==> src/hw/rtl/crcfc_pkg.sv <==
`timescale 1ns / 1ps

package crcfc_pkg;

   typedef enum logic [2:0] {
      PH_WAIT   = 3'd0,
      PH_TYPE   = 3'd1,
      PH_LEN_LO = 3'd2,
      PH_LEN_HI = 3'd3,
      PH_DATA   = 3'd4,
      PH_CRC_LO = 3'd5,
      PH_CRC_HI = 3'd6
   } phase_type;

   localparam logic [1:0] ST_OK        = 2'd0;
   localparam logic [1:0] ST_BAD_START = 2'd1;
   localparam logic [1:0] ST_CRC_ERR   = 2'd2;
   localparam logic [1:0] ST_LEN_ERR   = 2'd3;

   localparam logic KIND_PAYLOAD = 1'b0;
   localparam logic KIND_REPORT  = 1'b1;

   localparam logic [15:0] CRC_INIT     = 16'hFFFF;
   localparam logic [15:0] CRC_POLY     = 16'hA001;
   localparam int          HEADER_BYTES = 4;

   localparam int          CSR_ADDR_W       = 3;
   localparam logic        CSR_IDX_START    = 1'b0;

   typedef struct packed {
      logic        kind;
      logic [7:0]  payload_byte;
      logic [7:0]  message_type;
      logic [15:0] frame_bytes;
      logic [1:0]  status;
      logic        last;
   } result_type;

   // byte-wide CRC-16/MODBUS update, LSB first
   function automatic logic [15:0] crc_update(input logic [15:0] crc, input logic [7:0] b);
      logic [15:0] c;
      c = crc ^ {8'h00, b};
      for (int k = 0; k < 8; k++) begin
         if (c[0]) begin
            c = (c >> 1) ^ CRC_POLY;
         end else begin
            c = c >> 1;
         end
      end
      return c;
   endfunction

endpackage

==> src/hw/rtl/crcfc_frame.sv <==
`timescale 1ns / 1ps

module crcfc_frame #(
   parameter int MAX_PAYLOAD = 256
) (
   input  logic                  clock,
   input  logic                  reset,
   input  logic                  take,
   input  logic [7:0]            rx_byte,
   input  logic [7:0]            start_value,
   output logic                  res_valid,
   output crcfc_pkg::result_type res
);

   localparam int          CNT_W   = $clog2(MAX_PAYLOAD + 1);
   localparam logic [16:0] LEN_MAX = 17'(MAX_PAYLOAD + 2);

   crcfc_pkg::phase_type phase_ff, phase_in;
   logic [15:0]      crc_ff, crc_in;
   logic [15:0]      len_ff, len_in;
   logic [CNT_W-1:0] cnt_ff, cnt_in;
   logic [7:0]       type_ff, type_in;
   logic [7:0]       crc_lo_ff, crc_lo_in;

   logic [15:0] crc_next;
   logic [15:0] len_full;
   logic [CNT_W-1:0] cnt_next;
   logic [16:0] fb_sum;
   logic [15:0] fb_sat;

   assign crc_next = crcfc_pkg::crc_update(crc_ff, rx_byte);
   assign len_full = {rx_byte, len_ff[7:0]};
   assign cnt_next = cnt_ff + CNT_W'(1);
   assign fb_sum   = {1'b0, len_ff} + 17'(crcfc_pkg::HEADER_BYTES);
   assign fb_sat   = fb_sum[16] ? 16'hFFFF : fb_sum[15:0];

   always_comb begin
      phase_in  = phase_ff;
      crc_in    = crc_ff;
      len_in    = len_ff;
      cnt_in    = cnt_ff;
      type_in   = type_ff;
      crc_lo_in = crc_lo_ff;
      res_valid = 1'b0;
      res       = '0;
      res.message_type = type_ff;
      case (phase_ff)
         crcfc_pkg::PH_TYPE: begin
            type_in  = rx_byte;
            crc_in   = crc_next;
            phase_in = crcfc_pkg::PH_LEN_LO;
         end
         crcfc_pkg::PH_LEN_LO: begin
            len_in   = {8'h00, rx_byte};
            crc_in   = crc_next;
            phase_in = crcfc_pkg::PH_LEN_HI;
         end
         crcfc_pkg::PH_LEN_HI: begin
            if (len_full < 16'd2 || {1'b0, len_full} > LEN_MAX) begin
               res_valid  = 1'b1;
               res.kind   = crcfc_pkg::KIND_REPORT;
               res.status = crcfc_pkg::ST_LEN_ERR;
               res.last   = 1'b1;
               phase_in   = crcfc_pkg::PH_WAIT;
               crc_in     = crcfc_pkg::CRC_INIT;
               len_in     = 16'h0;
               cnt_in     = '0;
               crc_lo_in  = 8'h00;
            end else begin
               crc_in   = crc_next;
               len_in   = len_full;
               cnt_in   = '0;
               phase_in = (len_full == 16'd2) ? crcfc_pkg::PH_CRC_LO : crcfc_pkg::PH_DATA;
            end
         end
         crcfc_pkg::PH_DATA: begin
            crc_in = crc_next;
            cnt_in = cnt_next;
            if (16'(cnt_next) >= len_ff - 16'd2) begin
               phase_in = crcfc_pkg::PH_CRC_LO;
            end
            res_valid        = 1'b1;
            res.kind         = crcfc_pkg::KIND_PAYLOAD;
            res.payload_byte = rx_byte;
            res.status       = crcfc_pkg::ST_OK;
         end
         crcfc_pkg::PH_CRC_LO: begin
            crc_lo_in = rx_byte;
            phase_in  = crcfc_pkg::PH_CRC_HI;
         end
         crcfc_pkg::PH_CRC_HI: begin
            res_valid = 1'b1;
            res.kind  = crcfc_pkg::KIND_REPORT;
            res.last  = 1'b1;
            if ({rx_byte, crc_lo_ff} == crc_ff) begin
               res.status      = crcfc_pkg::ST_OK;
               res.frame_bytes = fb_sat;
            end else begin
               res.status = crcfc_pkg::ST_CRC_ERR;
            end
            phase_in  = crcfc_pkg::PH_WAIT;
            crc_in    = crcfc_pkg::CRC_INIT;
            len_in    = 16'h0;
            cnt_in    = '0;
            crc_lo_in = 8'h00;
         end
         default: begin
            // waiting for start byte; unused phase codes land here too
            len_in    = 16'h0;
            cnt_in    = '0;
            crc_lo_in = 8'h00;
            if (rx_byte != start_value) begin
               res_valid        = 1'b1;
               res.kind         = crcfc_pkg::KIND_REPORT;
               res.message_type = 8'h00;
               res.status       = crcfc_pkg::ST_BAD_START;
               res.last         = 1'b1;
               phase_in         = crcfc_pkg::PH_WAIT;
               crc_in           = crcfc_pkg::CRC_INIT;
            end else begin
               crc_in   = crcfc_pkg::crc_update(crcfc_pkg::CRC_INIT, rx_byte);
               phase_in = crcfc_pkg::PH_TYPE;
            end
         end
      endcase
   end

   always_ff @(posedge clock) begin
      if (reset) begin
         phase_ff  <= crcfc_pkg::PH_WAIT;
         crc_ff    <= crcfc_pkg::CRC_INIT;
         len_ff    <= 16'h0;
         cnt_ff    <= '0;
         type_ff   <= 8'h00;
         crc_lo_ff <= 8'h00;
      end else if (take) begin
         phase_ff  <= phase_in;
         crc_ff    <= crc_in;
         len_ff    <= len_in;
         cnt_ff    <= cnt_in;
         type_ff   <= type_in;
         crc_lo_ff <= crc_lo_in;
      end
   end

endmodule

==> config.mk <==
export PLATFORM = sky130hd
export DESIGN_NAME = crcfc_frame
export DESIGN_NICKNAME = d
export VERILOG_FILES = /design/src/hw/rtl/crcfc_pkg.sv /design/src/hw/rtl/crcfc_frame.sv
export SDC_FILE = /design/constraint.sdc
export NUM_CORES = 1
export LEC_CHECK = 0
export ABC_AREA = 1
export BUFFER_PORTS_ARGS = -buffer_cell sky130_fd_sc_hd__clkbuf_2
export CORE_MARGIN = 4
export CORE_UTILIZATION = 48
export CTS_CLUSTER_SIZE = 20
export DETAILED_ROUTE_END_ITERATION = 8
export PLACE_DENSITY = 0.7
export SLEW_MARGIN = 30
export SYNTH_ARGS = -nofsm -noshare
export SYNTH_HDL_FRONTEND = slang
export SYNTH_SLANG_ARGS = --single-unit
export TNS_END_PERCENT = 20
==> constraint.sdc <==
create_clock -name clock -period 2.5 [get_ports clock]
set_input_delay 0.25 -clock clock [delete_from_list [all_inputs] [get_ports clock]]
set_output_delay 0.25 -clock clock [all_outputs]
set_load 0.005 [all_outputs]
# Word level (Yosys, flattened, before mapping)
# Cells that the tools add are included.
# op_classes
n_addsub,3
n_reduce_logical,14
mux,58
n_eq_ne,11
n_shift,0
mul,0
bitwise_logic,22
magnitude_cmp,3
div,0
# op_table
operator,count
two-way mux 16 bit,36
one-hot mux 16 bit (4 select lines),1
inverter 2 -> 3 bit,16
one-hot mux 16 bit (3 select lines),1
two-way mux 8 bit,4
one-hot mux 8 bit (3 select lines),1
one-hot mux 3 bit (6 select lines),1
one-hot mux 9 bit (2 select lines),1
adder 16 x 3 -> 17 bit (second input constant),1
== test 16 bit,1
== test 16 x 2 -> 1 bit (second input constant),1
>= comparator 9 x 16 -> 1 bit,1
greater-than comparator 16 x 9 -> 1 bit (second input constant),1
< comparator 16 x 2 -> 1 bit (second input constant),1
inverter 8 -> 16 bit,1
subtractor 16 x 2 -> 16 bit (second input constant),1
XOR 16 x 8 -> 16 bit,1
AND reduction 2 bit,5
adder 9 x 1 -> 9 bit (second input constant),1
== test 3 bit (second input constant),3
two-way mux 3 bit,3
one-hot mux 1 bit (3 select lines),3
OR reduction 3 bit,3
inequality test 8 bit,1
other kinds (12),22
# totals
mem_bits_ro,0
out_inout_bits,37
reg_bits,60
wordCells,118
mem_bits_rw,0
latch_bits,0
inputBits,19
n_memories,0

# Depth between registers and ports, before layout
# logic_depth
depth_word,33
mapped_depth,17
ltp_nobuf,17

# Worst setup path after synthesis
# No wires, ideal clock.
# synth_path
path_kind,register to register
startpoint,register len_ff[2]
endpoint,register phase_ff[0]
slack_ns,0.188
setup_ns,0.115
stages_incl_launch_ff,17
t_arrival_ns,2.197
synth_period_minus_slack_ns,2.312
path_cell_list,dfxtp_1 inv_1 ha_1 nand2_1 nand2_2 nor3_2 xor2_1 inv_1 ha_1 nand4_1 inv_1 nand2_1 o211ai_1 nand3_1 nand4_2 a21oi_1 nor2_1
# synth_between
elab_chain_len,4
elab_cells_between_ends,11
classes_between,add/sub (1); order compare (3); eq/ne (2); mux (3); reduce/logical (2)
# synth_lines
element,line,source
start: declaration,crcfc_frame.sv:20,"logic [15:0] len_ff, len_in;"
start signal: assignment,crcfc_frame.sv:139,len_ff <= len_in;
"subtractor 16 x 2 -> 16 bit, or another cell as far along",crcfc_frame.sv:79,if (16'(cnt_next) >= len_ff - 16'd2) begin
">= comparator 9 x 16 -> 1 bit, or another cell as far along",crcfc_frame.sv:79,
inequality test 2 bit (no source line) or two-way mux 3 bit (tied branches),--,
AND reduction 2 bit (no source line) or one-hot mux 3 bit (6 select lines) (tied branches),--,
end signal: assignment,crcfc_frame.sv:130,phase_ff <= crcfc_pkg::PH_WAIT;
end signal: assignment,crcfc_frame.sv:137,phase_ff <= phase_in;
end: declaration,crcfc_frame.sv:18,"crcfc_pkg::phase_type phase_ff, phase_in;"
# Parallel ways exist; a longest one is shown, timed or not.
# A chain may end at the register's enable or synchronous reset.

==> flow_summary.ini <==
[synthesis]
synth-seq-cells = 60
synth.avg_cell_area_um2 = 6.801
synthTopCellsByArea = dfxtp_1 23%, nand2_1 13%, a21oi_1 7.2%, xor2_1 6.3%, ha_1 6.1%
synth-edff-count = 0
syn_area_um2 = 5121
synth_top_area_share = 0.2345
synth_largest_area_cell = dfxtp_1
syn_nets = 797
ys.flop_type = dfxtp_1
ys_seq_area_frac = 0.2345
yosys_warnings = 0
ys_types = 49
netlist_instances = 753
async_flop_share = 0

[final_layout]
final_cell_mix = 174 x nand2_1, 71 x a21oi_1, 69 x inv_1
drive_gt1_frac = 0.2622
nNetsFinal = 859
n_antenna_cell = 0
layout_commonest_cell = nand2_1
syn2layout_area_growth_pct = 16.27

[worst_setup_path]
rr_worst_depth = 15
arrival_ps = 2160
start_kind = flip-flop
cp_max_fo = 8
crit_path_end_kind = primary output
crit_required_ps = 2250
path_class = flip-flop to primary output

[cts]
h-tree-depth = 3
clock_path_buffers = 2
clock_tree.root_cell = clkbuf_8
cts_buffers = 9
clk_latency_ps = 350
clock-sinks = 60
clk_pin_slew_ps = 70
cts_tree = yes

[global_routing]
track_usage = 0.2432
grt_overflow = 0
first_global_vias = 5020
grt_max_degree = 43
grt_pass1_wl_mm = 24.64
antenna_found_initial = 0

[placed_design]
place.detailed.hpwl_mm = 11.40
port_buffers = 55
dp_slack_ps = 53.62
place_congestion = 0.9523

[route]
remaining_drc_errors = 0
vias_per_cell = 5.392
wl_per_cell_um = 15.80
vias = 5155
ant_nets = 0
firstDrtPassIters = 5
drt_iter0_markers = 329
drt_wl_total_mm = 15.11

[sta]
timing.fmax_mhz = 414.2
maxSlewHeadroom = 0.6452
rsz0062_at_grt = yes
finalCriticalPeriod_ps = 2415
fin_skew_ps = 16.03
maxSlewViolCount = 0
fin_crit_sh = 0.9658
worst_slew_pin_slew_ps = 532.1
fin_hold_ws_ps = 267.2
hold_violations = 0
setup-violations-final = 0
fin_ws_ps = 85.50

[floorplanning]
start_util = 0.4938
row_count = 37
die_h_um = 111.3
fp.dieW_um = 111.3
core-area_um2 = 10370
io_pins = 56
dieArea_um2 = 12390

[pwr]
power.density_nw_per_um2 = 513.6
p_leak_nw = 2.676
total_power_mw = 3.058
peakVddDrop_mv = 0.2740

[outcome]
outcome = finished clean

[worst_hold_path]
hold_path.class = input port to flip-flop
hold_depth = 3

[flow_run]
cap_violations = 0
cell type report:
class / instances / area (um^2)
Clock inverter: 5 / 75.07
Timing Repair Buffer: 85 / 520.5
Fill cell: 1040 / 4415
Clock buffer: 11 / 141.4
Tap cell: 136 / 170.2
Inverter: 92 / 351.6
Sequential cell: 60 / 1216
Multi-Input combinational cell: 567 / 3480
registers in the layout, indices dropped and copies added (netlist names):
register / count
len_ff: 16
cnt_ff: 9
type_ff: 8
crc_ff: 16
crc_lo_ff: 8
phase_ff: 3
synthesized netlist by cell type, types with 3 or more instances:
library cell / number
inv_1: 71
nand2_2: 6
dfxtp_1: 60
nor2_1: 58
buf_4: 9
inv_2: 19
a21oi_2: 8
nand3b_1: 3
buf_6: 8
ha_1: 25
nor2_2: 16
o21ai_1: 7
nor2_4: 8
xnor2_1: 19
nor4_2: 3
nor3_1: 6
buf_2: 8
nand3_2: 7
o21ai_0: 29
nand3_1: 42
clkbuf_1: 8
nand2_1: 175
a21oi_1: 74
nand4_1: 8
a311oi_2: 8
xor2_1: 37
a31oi_1: 3
report_power, final:
| group | internal, mW | switching (mW) | total (mW) | leakage (nW) |
|---|---|---|---|---|
| logic | 0.351 | 0.612 | 0.963 | 2.07 |
| registers | 1.02 | 0.0810 | 1.10 | 0.495 |
| clock network | 0.584 | 0.409 | 0.993 | 0.113 |
| total | 1.96 | 1.10 | 3.06 | 2.68 |
routing by layer:
metal  track usage  routed length, um
met1        0.2982               6302
met2        0.4254               7582
met3       0.02893                740
met4        0.1079                479
met5             0                  0
repair_timing:
action / CTS / global route
setup endpoints to repair: 19 / 31
cloned: 0 / 0
gates resized for setup: 12 / 32
hold buffers: 0 / 0
pin swaps: 3 / 8
setup buffers: 4 / 4
stage by stage:
step / TNS (ps) / std cells / utilization / instance area [um^2]
global placement: 0 / 932 / 0.5304 / 5500
global route: -133.7 / 956 / 0.5742 / 5954
detailed placement: 0 / 932 / 0.5304 / 5500
finish: 0 / 956 / 0.5742 / 5954
floorplan: 0 / 753 / - / 5121
CTS: 0 / 952 / 0.5589 / 5796
logic make-up (layout without fill, tap and decap cells):
family / Yosys count / in the layout / synth area share
and+or+nand+nor: 348 / 348 / 0.3276
buffers and inverters: 126 / 193 / 0.1134
DFF: 60 / 60 / 0.2345
AOI/OAI and AO/OA: 136 / 136 / 0.1613
adders and majority gates: 25 / 25 / 0.06108
xor gates and xnor gates: 58 / 58 / 0.1021
final timing paths:
kind	startpoint	endpoint	slack (ps)
max	len_ff[3]	res[11]	90
min	rx_byte[2]	type_ff[2]	270
max reg2reg	len_ff[2]	phase_ff[1]	140
min reg2reg	cnt_ff[0]	cnt_ff[0]	480
worst max-delay path, stage by stage (launching register included):
cell	delay [ps]
dfxtp_4	370
buf_4	120
ha_4	130
nand3_2	100
inv_2	70
nand3_2	90
nor2_4	170
nand3_4	100
nor2_4	130
nand2_4	100
buf_12	180
a21oi_2	140
clkbuf_2	140
No activity file was read; power rests on OpenSTA's default activity.
